[config.mk]
export PLATFORM = sky130hd
export DESIGN_NAME = command_text_lexer_flat
export DESIGN_NICKNAME = d
export VERILOG_FILES = /design/src/hw/rtl/cmdlx_pkg.sv /design/src/hw/rtl/cmdlx_if.sv /design/src/hw/rtl/cmdlx_front.sv /design/src/hw/rtl/cmdlx_queue.sv /design/src/hw/rtl/cmdlx_back.sv /design/src/hw/rtl/command_text_lexer.sv /design/src/flat_wrapper.sv
export VERILOG_INCLUDE_DIRS = /design/src /design/src/hw/rtl
export SDC_FILE = /design/constraint.sdc
export NUM_CORES = 1
export LEC_CHECK = 0
export BUFFER_PORTS_ARGS = -buffer_cell sky130_fd_sc_hd__buf_4
export CAP_MARGIN = 10
export CORE_MARGIN = 2
export CORE_UTILIZATION = 36
export CTS_CLUSTER_SIZE = 28
export DETAILED_ROUTE_END_ITERATION = 10
export RECOVER_POWER = 25
export SYNTH_ARGS = -nofsm -noshare
export SYNTH_HDL_FRONTEND = slang
export SYNTH_HIERARCHICAL = 1
export SYNTH_SLANG_ARGS = --single-unit
export TNS_END_PERCENT = 5
[constraint.sdc]
create_clock -name clock -period 6.37 [get_ports clock]
set_input_delay 0.3185 -clock clock [delete_from_list [all_inputs] [get_ports clock]]
set_output_delay 0.3185 -clock clock [all_outputs]
set_load 0.05 [all_outputs]
[src/hw/rtl/command_text_lexer_macros.svh]
// Assertion macros shared by the lexer modules.
// Each macro samples on the rising edge of clock and is disabled while rst is high.
`ifndef COMMAND_TEXT_LEXER_MACROS_SVH
`define COMMAND_TEXT_LEXER_MACROS_SVH

// Check cons in the same cycle as ante.
`define CMDLX_ASSERT_IMPL(name, rst, ante, cons, msg) \
   name: assert property (@(posedge clock) disable iff (rst) (ante) |-> (cons)) \
      else $error(msg);

// Check cons in the cycle after ante.
`define CMDLX_ASSERT_NEXT(name, rst, ante, cons, msg) \
   name: assert property (@(posedge clock) disable iff (rst) (ante) |=> (cons)) \
      else $error(msg);

`endif

[src/hw/rtl/cmdlx_pkg.sv]
package cmdlx_pkg;

   // Characters that the lexer recognises
   localparam logic [7:0] CH_SLASH  = 8'h2F;
   localparam logic [7:0] CH_AT     = 8'h40;
   localparam logic [7:0] CH_QUOTE  = 8'h22;
   localparam logic [7:0] CH_TILDE  = 8'h7E;
   localparam logic [7:0] CH_LBR    = 8'h5B;
   localparam logic [7:0] CH_RBR    = 8'h5D;
   localparam logic [7:0] CH_BSLASH = 8'h5C;
   localparam logic [7:0] CH_COLON  = 8'h3A;
   localparam logic [7:0] CH_USCORE = 8'h5F;
   localparam logic [7:0] CH_DOT    = 8'h2E;
   localparam logic [7:0] CH_DASH   = 8'h2D;
   localparam logic [7:0] CH_SPACE  = 8'h20;
   localparam logic [7:0] CH_TAB    = 8'h09;
   localparam logic [7:0] CH_CR     = 8'h0D;
   localparam logic [7:0] CH_ZERO   = 8'h30;
   localparam logic [7:0] CH_NINE   = 8'h39;
   localparam logic [7:0] CH_UC_A   = 8'h41;
   localparam logic [7:0] CH_UC_Z   = 8'h5A;
   localparam logic [7:0] CH_LC_A   = 8'h61;
   localparam logic [7:0] CH_LC_Z   = 8'h7A;

   // Depth of the queue between classifier and token engine
   localparam int Q_DEPTH = 4;
   localparam int Q_PTR_W = 2;

   // Character class flags produced by the classifier
   typedef struct packed {
      logic space;
      logic slash;
      logic at;
      logic quote;
      logic bslash;
      logic lbr;
      logic rbr;
      logic digit;
      logic alpha;
      logic colon;
      logic uscore;
      logic dot;
      logic dash;
      logic tilde;
   } class_type;

   localparam int CLS_W = $bits(class_type);

   typedef enum logic [2:0] {
      KIND_NONE    = 3'd0,
      KIND_CMD     = 3'd1,
      KIND_SEL     = 3'd2,
      KIND_STR     = 3'd3,
      KIND_COORD   = 3'd4,
      KIND_BRACKET = 3'd5,
      KIND_ITEM    = 3'd6
   } kind_type;

   typedef enum logic [7:0] {
      MODE_IDLE    = 8'b0000_0001,
      MODE_CMD     = 8'b0000_0010,
      MODE_SEL_AT  = 8'b0000_0100,
      MODE_SEL_BR  = 8'b0000_1000,
      MODE_STR     = 8'b0001_0000,
      MODE_STR_ESC = 8'b0010_0000,
      MODE_COORD   = 8'b0100_0000,
      MODE_ITEM    = 8'b1000_0000
   } mode_type;

   typedef struct packed {
      kind_type    kind;
      logic [11:0] start;
      logic [12:0] length;
      logic        done;
   } rsp_type;

endpackage

[src/hw/rtl/cmdlx_if.sv]
// Byte channel into the lexer
interface cmdlx_req_if ();
   logic       valid;
   logic       ready;
   logic [7:0] char_byte;
   logic       is_final;

   modport source (output valid, char_byte, is_final, input ready);
   modport sink (input valid, char_byte, is_final, output ready);
endinterface

// Token channel out of the lexer
interface cmdlx_rsp_if ();
   logic        valid;
   logic        ready;
   logic [2:0]  token_kind;
   logic [11:0] token_start;
   logic [12:0] token_length;
   logic        text_done;

   modport source (output valid, token_kind, token_start, token_length, text_done,
                   input ready);
   modport sink (input valid, token_kind, token_start, token_length, text_done,
                 output ready);
endinterface

[src/hw/rtl/cmdlx_front.sv]
module cmdlx_front import cmdlx_pkg::*; #(
   parameter int MAX_TEXT_BYTES = 4096,
   parameter int OFF_W          = 12,
   parameter int DATA_W         = CLS_W + 13
) (
   input  logic              clock,
   input  logic              reset,
   cmdlx_req_if.sink         req_bus,
   output logic              q_valid,
   input  logic              q_ready,
   output logic [DATA_W-1:0] q_data
);

   localparam logic [OFF_W-1:0] OFF_TOP = OFF_W'(MAX_TEXT_BYTES - 1);

   logic              vld_ff, vld_in;
   logic [DATA_W-1:0] item_ff, item_in;
   logic [OFF_W-1:0]  off_ff, off_in;
   logic              accept;

   function automatic class_type classify(logic [7:0] c);
      class_type k;
      k.space  = (c == CH_SPACE) || (c >= CH_TAB && c <= CH_CR);
      k.slash  = (c == CH_SLASH);
      k.at     = (c == CH_AT);
      k.quote  = (c == CH_QUOTE);
      k.bslash = (c == CH_BSLASH);
      k.lbr    = (c == CH_LBR);
      k.rbr    = (c == CH_RBR);
      k.digit  = (c >= CH_ZERO) && (c <= CH_NINE);
      k.alpha  = ((c >= CH_UC_A) && (c <= CH_UC_Z)) || ((c >= CH_LC_A) && (c <= CH_LC_Z));
      k.colon  = (c == CH_COLON);
      k.uscore = (c == CH_USCORE);
      k.dot    = (c == CH_DOT);
      k.dash   = (c == CH_DASH);
      k.tilde  = (c == CH_TILDE);
      return k;
   endfunction

   // Take a byte whenever the stage is empty or drains this cycle
   assign req_bus.ready = !vld_ff || q_ready;
   assign accept        = req_bus.valid && req_bus.ready;

   always_comb begin
      vld_in  = accept || (vld_ff && !q_ready);
      item_in = item_ff;
      off_in  = off_ff;
      if (accept) begin
         item_in = {classify(req_bus.char_byte), off_ff, req_bus.is_final};
         // Saturate the offset at the top; restart after the last byte of a text
         if (req_bus.is_final) begin
            off_in = '0;
         end else if (off_ff != OFF_TOP) begin
            off_in = off_ff + OFF_W'(1);
         end
      end
   end

   always_ff @(posedge clock) begin
      if (reset) begin
         vld_ff <= 1'b0;
         off_ff <= '0;
      end else begin
         vld_ff <= vld_in;
         off_ff <= off_in;
      end
      item_ff <= item_in;
   end

   assign q_valid = vld_ff;
   assign q_data  = item_ff;

endmodule

[src/hw/rtl/cmdlx_queue.sv]
`include "command_text_lexer_macros.svh"

module cmdlx_queue import cmdlx_pkg::*; #(
   parameter int DATA_W = CLS_W + 13
) (
   input  logic              clock,
   input  logic              reset,
   input  logic              in_valid,
   output logic              in_ready,
   input  logic [DATA_W-1:0] in_data,
   output logic              out_valid,
   input  logic              out_ready,
   output logic [DATA_W-1:0] out_data
);

   localparam logic [Q_PTR_W:0] FULL_COUNT = (Q_PTR_W + 1)'(Q_DEPTH);

   logic [DATA_W-1:0]  slot_ff [Q_DEPTH];
   logic [Q_PTR_W-1:0] wr_ptr_ff, wr_ptr_in;
   logic [Q_PTR_W-1:0] rd_ptr_ff, rd_ptr_in;
   logic [Q_PTR_W:0]   count_ff, count_in;
   logic               push, pop;

   assign in_ready  = (count_ff != FULL_COUNT);
   assign out_valid = (count_ff != '0);
   assign out_data  = slot_ff[rd_ptr_ff];
   assign push      = in_valid && in_ready;
   assign pop       = out_valid && out_ready;

   // Advance pointers and occupancy
   always_comb begin
      wr_ptr_in = push ? wr_ptr_ff + Q_PTR_W'(1) : wr_ptr_ff;
      rd_ptr_in = pop ? rd_ptr_ff + Q_PTR_W'(1) : rd_ptr_ff;
      count_in  = count_ff;
      if (push && !pop) begin
         count_in = count_ff + (Q_PTR_W + 1)'(1);
      end else if (pop && !push) begin
         count_in = count_ff - (Q_PTR_W + 1)'(1);
      end
   end

   always_ff @(posedge clock) begin
      if (reset) begin
         wr_ptr_ff <= '0;
         rd_ptr_ff <= '0;
         count_ff  <= '0;
      end else begin
         wr_ptr_ff <= wr_ptr_in;
         rd_ptr_ff <= rd_ptr_in;
         count_ff  <= count_in;
      end
   end

   // Store the incoming transaction
   always_ff @(posedge clock) begin
      if (push) begin
         slot_ff[wr_ptr_ff] <= in_data;
      end
   end

   `CMDLX_ASSERT_IMPL(a_count_bound, reset, 1'b1, count_ff <= FULL_COUNT, "occupancy beyond depth")
   `CMDLX_ASSERT_NEXT(a_push_shows, reset, push && count_ff == '0, out_valid, "push not visible")
   `CMDLX_ASSERT_NEXT(a_head_holds, reset, out_valid && !out_ready, $stable(out_data), "head moved")

endmodule

[src/hw/rtl/cmdlx_back.sv]
`include "command_text_lexer_macros.svh"

module cmdlx_back import cmdlx_pkg::*; #(
   parameter int OFF_W  = 12,
   parameter int DATA_W = CLS_W + 13
) (
   input  logic              clock,
   input  logic              reset,
   input  logic              q_valid,
   output logic              q_ready,
   input  logic [DATA_W-1:0] q_data,
   cmdlx_rsp_if.source       rsp_bus
);

   localparam int CALC_W = (OFF_W + 1 > 13) ? OFF_W + 1 : 13;
   localparam int SW     = (OFF_W > 12) ? OFF_W : 12;

   mode_type         mode_ff, mode_in;
   logic [OFF_W-1:0] st_ff, st_in;
   rsp_type          out_ff, out_in, pend_ff, pend_in;
   logic             out_vld_ff, out_vld_in, pend_vld_ff, pend_vld_in;

   class_type        cls;
   logic [OFF_W-1:0] off;
   logic             fin;
   logic             pop, out_free, rescan;
   logic             e1_v, e1_incl, e2_v, e3_v, two;
   kind_type         e1_kind, e3_kind;
   rsp_type          e1, e2, e3, r0, r1;

   function automatic logic [12:0] len_of(logic [OFF_W-1:0] s, logic [OFF_W-1:0] o,
                                          logic incl);
      logic [CALC_W-1:0] d;
      d = CALC_W'(o) - CALC_W'(s) + CALC_W'(incl);
      return d[12:0];
   endfunction

   function automatic logic [11:0] start_of(logic [OFF_W-1:0] o);
      logic [SW-1:0] w;
      w = SW'(o);
      return w[11:0];
   endfunction

   assign fin = q_data[0];
   assign off = q_data[OFF_W:1];
   assign cls = class_type'(q_data[DATA_W-1 -: CLS_W]);

   // Take an item only when the pending slot is empty and the output register can absorb a token
   assign out_free = !out_vld_ff || rsp_bus.ready;
   assign q_ready  = !pend_vld_ff && out_free;
   assign pop      = q_valid && q_ready;

   // Close or extend the open token; rescan a byte outside it as a possible token start
   always_comb begin
      mode_in = mode_ff;
      st_in   = st_ff;
      rescan  = 1'b0;
      e1_v    = 1'b0;
      e1_incl = 1'b0;
      e1_kind = KIND_NONE;
      e2_v    = 1'b0;
      case (mode_ff)
         MODE_IDLE: begin
            rescan = 1'b1;
         end
         MODE_CMD: begin
            if (!(cls.digit || cls.alpha || cls.uscore)) begin
               e1_v    = 1'b1;
               e1_kind = KIND_CMD;
               rescan  = 1'b1;
               mode_in = MODE_IDLE;
            end
         end
         MODE_SEL_AT: begin
            if (cls.alpha) begin
               e1_v    = 1'b1;
               e1_incl = 1'b1;
               e1_kind = KIND_SEL;
               mode_in = MODE_IDLE;
            end else if (cls.lbr) begin
               mode_in = MODE_SEL_BR;
            end else begin
               e1_v    = 1'b1;
               e1_kind = KIND_SEL;
               rescan  = 1'b1;
               mode_in = MODE_IDLE;
            end
         end
         MODE_SEL_BR: begin
            if (cls.rbr) begin
               e1_v    = 1'b1;
               e1_incl = 1'b1;
               e1_kind = KIND_SEL;
               mode_in = MODE_IDLE;
            end
         end
         MODE_STR: begin
            if (cls.quote) begin
               e1_v    = 1'b1;
               e1_incl = 1'b1;
               e1_kind = KIND_STR;
               mode_in = MODE_IDLE;
            end else if (cls.bslash) begin
               mode_in = MODE_STR_ESC;
            end
         end
         MODE_STR_ESC: begin
            if (!cls.bslash) begin
               mode_in = MODE_STR;
            end
         end
         MODE_COORD: begin
            if (!(cls.digit || cls.dot || cls.dash)) begin
               e1_v    = 1'b1;
               e1_kind = KIND_COORD;
               rescan  = 1'b1;
               mode_in = MODE_IDLE;
            end
         end
         MODE_ITEM: begin
            if (!(cls.digit || cls.alpha || cls.colon || cls.uscore || cls.dash)) begin
               e1_v    = 1'b1;
               e1_kind = KIND_ITEM;
               rescan  = 1'b1;
               mode_in = MODE_IDLE;
            end
         end
         default: begin
            rescan  = 1'b1;
            mode_in = MODE_IDLE;
         end
      endcase

      if (rescan) begin
         st_in = off;
         if (cls.space) begin
            mode_in = MODE_IDLE;
         end else if (cls.slash) begin
            mode_in = MODE_CMD;
         end else if (cls.at) begin
            mode_in = MODE_SEL_AT;
         end else if (cls.quote) begin
            mode_in = MODE_STR;
         end else if (cls.digit || cls.dash || cls.tilde) begin
            mode_in = MODE_COORD;
         end else if (cls.lbr || cls.rbr) begin
            e2_v = 1'b1;
         end else if (cls.alpha || cls.colon || cls.uscore) begin
            mode_in = MODE_ITEM;
         end
      end
   end

   // Build the candidate tokens: closed token, bracket, and end-of-text flush
   always_comb begin
      case (mode_in)
         MODE_CMD:                 e3_kind = KIND_CMD;
         MODE_SEL_AT, MODE_SEL_BR: e3_kind = KIND_SEL;
         MODE_STR, MODE_STR_ESC:   e3_kind = KIND_STR;
         MODE_COORD:               e3_kind = KIND_COORD;
         default:                  e3_kind = KIND_ITEM;
      endcase

      e1 = '{kind: e1_kind, start: start_of(st_ff), length: len_of(st_ff, off, e1_incl),
             done: 1'b0};
      e2 = '{kind: KIND_BRACKET, start: start_of(off), length: 13'd1, done: 1'b0};
      if (mode_in != MODE_IDLE) begin
         e3 = '{kind: e3_kind, start: start_of(st_in), length: len_of(st_in, off, 1'b1),
                done: 1'b0};
      end else begin
         e3 = '{kind: KIND_NONE, start: 12'd0, length: 13'd0, done: 1'b0};
      end
      e3_v = fin && ((mode_in != MODE_IDLE) || (!e1_v && !e2_v));

      // Pack in order; mark the last token of the text
      r0  = e3;
      r1  = e3;
      two = 1'b0;
      if (e1_v) begin
         r0 = e1;
         if (e2_v) begin
            r1  = e2;
            two = 1'b1;
         end else if (e3_v) begin
            two = 1'b1;
         end
      end else if (e2_v) begin
         r0 = e2;
      end
      if (fin) begin
         if (two) begin
            r1.done = 1'b1;
         end else begin
            r0.done = 1'b1;
         end
      end
   end

   // Output register with one pending slot for the second token of a byte
   always_comb begin
      out_in      = out_ff;
      pend_in     = pend_ff;
      out_vld_in  = out_vld_ff && !rsp_bus.ready;
      pend_vld_in = pend_vld_ff;
      if (pend_vld_ff && out_free) begin
         out_in      = pend_ff;
         out_vld_in  = 1'b1;
         pend_vld_in = 1'b0;
      end else if (pop && (e1_v || e2_v || e3_v)) begin
         out_in      = r0;
         out_vld_in  = 1'b1;
         pend_in     = r1;
         pend_vld_in = two;
      end
   end

   always_ff @(posedge clock) begin
      if (reset) begin
         mode_ff     <= MODE_IDLE;
         st_ff       <= '0;
         out_vld_ff  <= 1'b0;
         pend_vld_ff <= 1'b0;
      end else begin
         out_vld_ff  <= out_vld_in;
         pend_vld_ff <= pend_vld_in;
         if (pop) begin
            // Return to the start of a new text after its last byte
            mode_ff <= fin ? MODE_IDLE : mode_in;
            st_ff   <= fin ? '0 : st_in;
         end
      end
      out_ff  <= out_in;
      pend_ff <= pend_in;
   end

   assign rsp_bus.valid        = out_vld_ff;
   assign rsp_bus.token_kind   = out_ff.kind;
   assign rsp_bus.token_start  = out_ff.start;
   assign rsp_bus.token_length = out_ff.length;
   assign rsp_bus.text_done    = out_ff.done;

   `CMDLX_ASSERT_IMPL(a_pend_behind_out, reset, pend_vld_ff, out_vld_ff, "pend without out")
   `CMDLX_ASSERT_IMPL(a_pend_not_after_done, reset, pend_vld_ff, !out_ff.done, "pend after done")
   `CMDLX_ASSERT_NEXT(a_final_idle, reset, pop && fin, mode_ff == MODE_IDLE, "mode not cleared")
   `CMDLX_ASSERT_NEXT(a_final_start, reset, pop && fin, st_ff == '0, "start not cleared")
   `CMDLX_ASSERT_IMPL(a_final_emits, reset, pop && fin, e1_v || e2_v || e3_v, "no token at end")

endmodule

[src/hw/rtl/command_text_lexer.sv]
// Command text lexer: splits ASCII command text into tokens.
// req_bus carries one byte per transaction (char_byte, is_final marks the last
// byte of a text). rsp_bus carries tokens: token_kind, token_start, token_length
// and text_done, which is set on the last token of each text (a kind-none token
// if its last byte yields no other token). A byte yields zero, one or two tokens.
// Throughput: one byte per cycle while rsp_bus takes tokens and no byte yields
// two tokens; such a byte holds the token engine until its second token moves
// from the pending slot into the single output register. A byte is registered
// in the classifier register, then in the queue, and its first token in the
// token engine's output register; a second token follows from the pending slot.
// A four-entry queue between classifier and token engine lets either side stall.
// When rsp_bus stalls, tokens are held; the queue fills and req_bus.ready drops
// about five bytes later. Offsets saturate at MAX_TEXT_BYTES - 1.
// Reset (synchronous, active high) empties the queue and output register and
// starts a new text at offset zero.
module command_text_lexer import cmdlx_pkg::*; #(
   parameter int MAX_TEXT_BYTES = 4096
) (
   input logic          clock,
   input logic          reset,
   cmdlx_req_if.sink    req_bus,
   cmdlx_rsp_if.source  rsp_bus
);

   localparam int OFF_W  = $clog2(MAX_TEXT_BYTES);
   localparam int DATA_W = CLS_W + OFF_W + 1;

   logic              f_valid, f_ready;
   logic [DATA_W-1:0] f_data;
   logic              b_valid, b_ready;
   logic [DATA_W-1:0] b_data;

   // Classify bytes and attach offsets
   cmdlx_front #(
      .MAX_TEXT_BYTES (MAX_TEXT_BYTES),
      .OFF_W          (OFF_W),
      .DATA_W         (DATA_W)
   ) u_front (
      .clock   (clock),
      .reset   (reset),
      .req_bus (req_bus),
      .q_valid (f_valid),
      .q_ready (f_ready),
      .q_data  (f_data)
   );

   // Decouple classifier from token engine
   cmdlx_queue #(
      .DATA_W (DATA_W)
   ) u_queue (
      .clock     (clock),
      .reset     (reset),
      .in_valid  (f_valid),
      .in_ready  (f_ready),
      .in_data   (f_data),
      .out_valid (b_valid),
      .out_ready (b_ready),
      .out_data  (b_data)
   );

   // Track the open token and emit results
   cmdlx_back #(
      .OFF_W  (OFF_W),
      .DATA_W (DATA_W)
   ) u_back (
      .clock   (clock),
      .reset   (reset),
      .q_valid (b_valid),
      .q_ready (b_ready),
      .q_data  (b_data),
      .rsp_bus (rsp_bus)
   );

endmodule
[src/flat_wrapper.sv]
// flat-port wrapper written by rule: the top's interface ports become plain ports
module command_text_lexer_flat import cmdlx_pkg::*;
#(
   parameter int MAX_TEXT_BYTES = 4096
)
  (clock, reset, req_bus_valid, req_bus_char_byte, req_bus_is_final, req_bus_ready, rsp_bus_valid, rsp_bus_token_kind, rsp_bus_token_start, rsp_bus_token_length, rsp_bus_text_done, rsp_bus_ready);
  cmdlx_req_if req_bus_i ();
  cmdlx_rsp_if rsp_bus_i ();
  input logic clock;
  input logic reset;
  input wire logic [$bits(req_bus_i.valid)-1:0] req_bus_valid;
  input wire logic [$bits(req_bus_i.char_byte)-1:0] req_bus_char_byte;
  input wire logic [$bits(req_bus_i.is_final)-1:0] req_bus_is_final;
  output wire logic [$bits(req_bus_i.ready)-1:0] req_bus_ready;
  output wire logic [$bits(rsp_bus_i.valid)-1:0] rsp_bus_valid;
  output wire logic [$bits(rsp_bus_i.token_kind)-1:0] rsp_bus_token_kind;
  output wire logic [$bits(rsp_bus_i.token_start)-1:0] rsp_bus_token_start;
  output wire logic [$bits(rsp_bus_i.token_length)-1:0] rsp_bus_token_length;
  output wire logic [$bits(rsp_bus_i.text_done)-1:0] rsp_bus_text_done;
  input wire logic [$bits(rsp_bus_i.ready)-1:0] rsp_bus_ready;
  assign req_bus_i.valid = req_bus_valid;
  assign req_bus_i.char_byte = req_bus_char_byte;
  assign req_bus_i.is_final = req_bus_is_final;
  assign req_bus_ready = req_bus_i.ready;
  assign rsp_bus_valid = rsp_bus_i.valid;
  assign rsp_bus_token_kind = rsp_bus_i.token_kind;
  assign rsp_bus_token_start = rsp_bus_i.token_start;
  assign rsp_bus_token_length = rsp_bus_i.token_length;
  assign rsp_bus_text_done = rsp_bus_i.text_done;
  assign rsp_bus_i.ready = rsp_bus_ready;
  command_text_lexer #(.MAX_TEXT_BYTES(MAX_TEXT_BYTES)) u_core (.clock(clock), .reset(reset), .req_bus(req_bus_i), .rsp_bus(rsp_bus_i));
endmodule
Word-level counts from Yosys, hierarchy flattened
Memory sizes are Yosys's and may differ from the RTL's. A register that Yosys moved wholly into a read port is not among the register bits. Index checks and enable logic that the tools add are counted.

Register bits: 127. Word-level logic and storage cells: 193. Memories kept: 1. Bits in writable memories: 108. Output and inout bits: 31.

$add $sub $neg: 9. Reductions and logical operators: 55. Bitwise gates (word level): 1. Equality and inequality tests: 29. Mux-type cells: 72. Magnitude comparators: 8.

Memory list: u_core.u_queue.slot_ff (depth 4, bits a word 27, rd ports 1, clocked after memory_dff 1, wr ports 1, line cmdlx_queue.sv:18) `logic [DATA_W-1:0] slot_ff [Q_DEPTH];`.

Operator list (count): 2-to-1 mux 29 bit (6); 2-to-1 mux 8 bit (16); equality test 8 x 6 -> 1 bit, second input constant (8); equality test 8 x 7 -> 1 bit, second input constant (8); one-hot mux 8 bit (8 select lines) (1); 2-to-1 mux 12 bit (4); 2-to-1 mux 1 bit (28); subtractor 12 x 12 -> 13 bit (2); logical OR 1 bit (20); one-hot mux 3 bit (6 select lines) (1); equality test 8 x 2 -> 1 bit, second input constant (2); equality test 8 x 3 -> 1 bit, second input constant (2); equality test 8 x 4 -> 1 bit, second input constant (2); equality test 8 x 5 -> 1 bit, second input constant (2); >= comparator 8 x 7 -> 1 bit, second input constant (2); <= comparator 8 x 7 -> 1 bit, second input constant (2); logical AND 1 bit (16); adder 13 x 1 -> 13 bit (1); adder 13 x 1 -> 13 bit, second input constant (1); adder 12 x 1 -> 12 bit, second input constant (1); 2-to-1 mux 2 bit (6); 2-to-1 mux 3 bit (4); != test 12 bit, second input constant (1); one-hot mux 3 bit (4 select lines) (1); other kinds (22) (37).

Longest topological paths before layout
Depth after elaboration: 24. Mapped depth: 25.

Cells and area by module
Netlist, hierarchy kept.

By module, submodules not included: cmdlx_back (seq. area each 2182.1 um^2, times used 1, cells each 568, area each 5416.4 um^2); cmdlx_queue (seq. area each 3423.3 um^2, times used 1, cells each 189, area each 4409.2 um^2); cmdlx_front (seq. area each 1071.0 um^2, times used 1, cells each 157, area each 1774.2 um^2).

Least setup slack after synthesis
OpenSTA, ideal clock, no wires.

Kind: reg2reg. Start: register with a tool-made name. End: register u_core.u_back.out_ff, in the netlist u_core/u_back/rsp_bus.token_length[12], data pin. Arrival: 5.024 ns. Data required time: 6.111 ns. Path slack: 1.087 ns. Period minus slack after synthesis: 5.283 ns. Cell stages (with the launch flop): 23. Setup time: 0.259 ns. Cell sequence: dfxtp_1 -> buf_6 -> buf_12 -> mux4_2 -> nor3_1 -> nand4b_1 -> a211o_1 -> and3_1 -> buf_6 -> and2_1 -> buf_2 -> buf_6 -> mux2i_2 -> ha_1 -> ha_1 -> or2_2 -> a21oi_1 -> nor3_1 -> a2111oi_0 -> a21oi_1 -> xor2_1 -> nor2_1 -> o31a_1.

RTL lines: end signal: assignment (line cmdlx_back.sv:232) `out_ff <= out_in;`; end: declaration (line cmdlx_back.sv:20) `rsp_type out_ff, out_in, pend_ff, pend_in;`.

==> results.toml <==
[grt]
grt_overflow_total = 0
grt_pass1_wl_mm = 40.6
grt_pass1_vias = 7334
antenna_found_initial = 0
grt_max_degree = 46
gr-usage-all-layers = 0.152

[clock_tree]
cts_tree = "done"
root_buffer = "clkbuf_16"
hold_buffers = 0
htree_levels = 1
clock_sinks = 237
post-cts-setup-buffers = 0
worstSkewPairLatency_ns = 0.53
cts_max_path_buffers = 3
numCtsBuffers = 27
cts.clk_slew.worst_paths_ns = 0.06
ctsResizeCount = 0

[worst_setup_path]
worst_setup_path_end_kind = "flop"
startpoint_type = "flop"
cp.required_ns = 6.65
path_max_fanout = 14
r2r-end = "u_core/u_back/rsp_bus.token_length[12]"
path_class = "flop to flop"
reg2regPathDepth = 17
crit_end = "u_core/u_back/rsp_bus.token_length[12]"
reg2reg_slack_ns = 0.67
cp_data_arrival_time_ns = 5.97

[logic_synthesis]
ys_seq_area_frac = 0.576
netlist_area_sq_um = 11600
yosysTopAreaCellShare = 0.500
ys_async_sr_fraction = 0
yosysWarningCount = 6
synth_area_per_cell_sq_um = 12.7
synthCells = 914
synth_top_area_cell = "edfxtp_1"
synth-seq-cells = 237
synth_area_leaders = "edfxtp_1 (50%), dfxtp_1 (7.6%), ha_1 (5.7%), mux4_2 (3.9%), nor2_1 (3.6%)"
synth_cell_types = 77
ys.flop_type = "edfxtp_1"
synth-edff-count = 193
syn_nets = 983

[pwr]
p_sw_uw = 2630
worst_ir_drop_vdd_v = 0.000223
pwr-share-clk = 0.224
pwr-share-seq = 0.326
p_per_area_nw_per_um2 = 524
p_int_uw = 4260
power_leakage_uw = 0.00465
combPwrFrac = 0.450
switching_share = 0.382

[sta]
skew_ns = 0.0162
fmaxAchievable_ghz = 0.176
slew_viol_final = 0
setup_viol = 0
maxSlewHeadroom = 0.378
hold_violations = 0
tightest_slew_ns = 0.933
rsz0062_at_grt = "false"
fin_crit_sh = 0.894
setup_slack_ns = 0.673
fin_crit_ns = 5.70
tns_ns = 0

[drt]
drt_iter0_markers = 570
finalWirelength_mm = 25.4
dr_wl_met3_mm = 1.49
top_layer_used = "met4"
wl_met1_mm = 11.9
wl_met2_mm = 11.5
ant_nets = 0
dr.pass1.iters = 5
viasPerCell = 5.49
vias = 7546
drcViolationCount = 0
wire_per_inst_microns = 18.4

[finish]
drive_gt1_frac = 0.145
fin_util = 0.415
final_cell_count_no_fill = 1375
antenna_cells = 0
multi_input_area_sq_um = 4520
final_common_cell = "edfxtp_1"
final_area_sq_um = 13100
nets = 1021
fillers = 2918
regArea_sq_um = 6680
area_delta_synth_final_pct = 13.3
final_cell_mix = "edfxtp_1 (193), nor2_1 (110), ha_1 (53), buf_4 (52), dfxtp_1 (43)"

[die]
die-area_sq_um = 33700
die_h_microns = 184
ios = 44
core_area_sq_um = 31600
rows = 65
die_w_microns = 184
start_util = 0.367

[placed_design]
placed_cells = 1325
dp_hpwl_mm = 17.2
gp_congestion = 0.888
pre_cts_ws_ns = 0.690
port_buffers = 43
dpl_cell_area_sq_um = 12300

[hold_path]
hold_depth = 3
hold_path_class = "primary input to flop"

[run_status]
status = "finished, final reports clean"

[job]
drv_cap = 0
cells by family after synthesis:
kind of cell               after synthesis  synth area share
buffers and inverters                   84            0.0357
and+or+nand+nor                        275             0.120
AOI/OAI and AO/OA                      196             0.118
DFF                                    237             0.576
muxes                                   42            0.0701
xor gates and xnor gates                24            0.0181
adders and majority gates               56            0.0623
power groups by stage:
stage / clock, uW / sequential [uW] / combinational, uW
after global placement: 0 / 2270 / 3050
after detailed placement: 0 / 2280 / 3080
after CTS: 1580 / 2250 / 3100
after global routing: 1650 / 2280 / 3410
after floorplan: 0 / 2550 / 2050
final: 1540 / 2250 / 3100
sequential cells by signal, summed over array words and instances (netlist names), named ones only:
register / count
u_core/u_front/q_valid: 1
u_core/u_queue/slot_ff: 108
u_core/u_queue/wr_ptr_ff: 2
u_core/u_back/st_ff: 12
u_core/u_front/off_ff: 12
u_core/u_back/mode_ff: 8
u_core/u_back/rsp_bus.valid: 1
u_core/u_back/rsp_bus.token_length: 13
u_core/u_back/rsp_bus.text_done: 1
u_core/u_queue/count_ff: 3
u_core/u_back/pend_ff: 29
u_core/u_back/rsp_bus.token_kind: 3
u_core/u_back/rsp_bus.token_start: 12
u_core/u_back/pend_vld_ff: 1
u_core/u_queue/rd_ptr_ff: 2
u_core/u_front/q_data: 27
final cells by class:
cell class                 count  share of cell area
tap                          402              0.0383
sequential                   237               0.508
multi-input combinational    593               0.344
inverter                      38              0.0109
timing repair buffer          55              0.0306
clock buffer                  37              0.0573
clock inverter                13              0.0109
Yosys cell counts (4+ instances only):
cell type and n:
edfxtp_1 193, nor2_1 110, ha_1 53, dfxtp_1 44
a21oi_1 39, nand2_1 39, inv_1 38, clkbuf_1 28
o21ai_0 25, mux4_2 20, a31oi_1 19, nor3_1 18
and2_1 16, xnor2_1 14, a2bb2oi_1 13, nand3_1 13
a221oi_1 12, nand2b_1 10, o21ai_1 10, o31ai_1 10
or3_1 10, xor2_1 10, a21o_1 8, buf_2 8
nor2b_1 8, and3_1 7, buf_6 7, mux2i_2 7
mux4_1 7, nand4_1 7, nor4b_1 7, o41ai_1 7
mux2i_1 6, nor4_1 6, o21a_1 6, a211oi_1 5
a22oi_1 5, o21bai_1 5, or4_1 5, o311ai_0 4
routing by layer:
| layer | global-route usage | up-vias |
|---|---|---|
| met5 | 0 | - |
| met2 | 0.245 | 246 |
| li1 | - | 3588 |
| met3 | 0.0232 | 41 |
| met1 | 0.215 | 3671 |
| met4 | 0.0406 | 0 |
through the flow:
stage	total power [uW]	hold slack, ns
global route	7330	0.107
finish	6890	0.0702
global placement	5330	0.449
floorplan	4600	0.398
CTS	6930	0.0568
detailed placement	5360	0.456
worst min-delay path by stage:
stage / from / endpoint / slack [ns]
after global placement: u_core/u_front/off_ff[10] / u_core/u_front/q_data[11] / 0.45
after global routing: req_bus_valid / u_core/u_front/q_valid / 0.11
after floorplan: reset / u_core/u_back/pend_vld_ff / 0.40
final: req_bus_valid / u_core/u_front/q_valid / 0.07
after CTS: req_bus_valid / u_core/u_front/q_valid / 0.06
after detailed placement: u_core/u_front/off_ff[10] / u_core/u_front/q_data[11] / 0.46
worst max-delay path: stages (launching register included):
cell and delay (ns):
dfxtp_2 0.45, mux4_2 0.58, nor3_1 0.29, nand4b_1 0.13
a211o_1 0.32, and3_1 0.26, and2_1 0.50, mux2i_2 0.36
ha_1 0.28, ha_1 0.33, or2_2 0.31, a21oi_1 0.21
nor3_1 0.07, a2111oi_0 0.66, a21oi_1 0.18, xor2_1 0.15
nor2_1 0.06, o31a_1 0.28
Note: power is estimated with default switching activity, not from simulation.
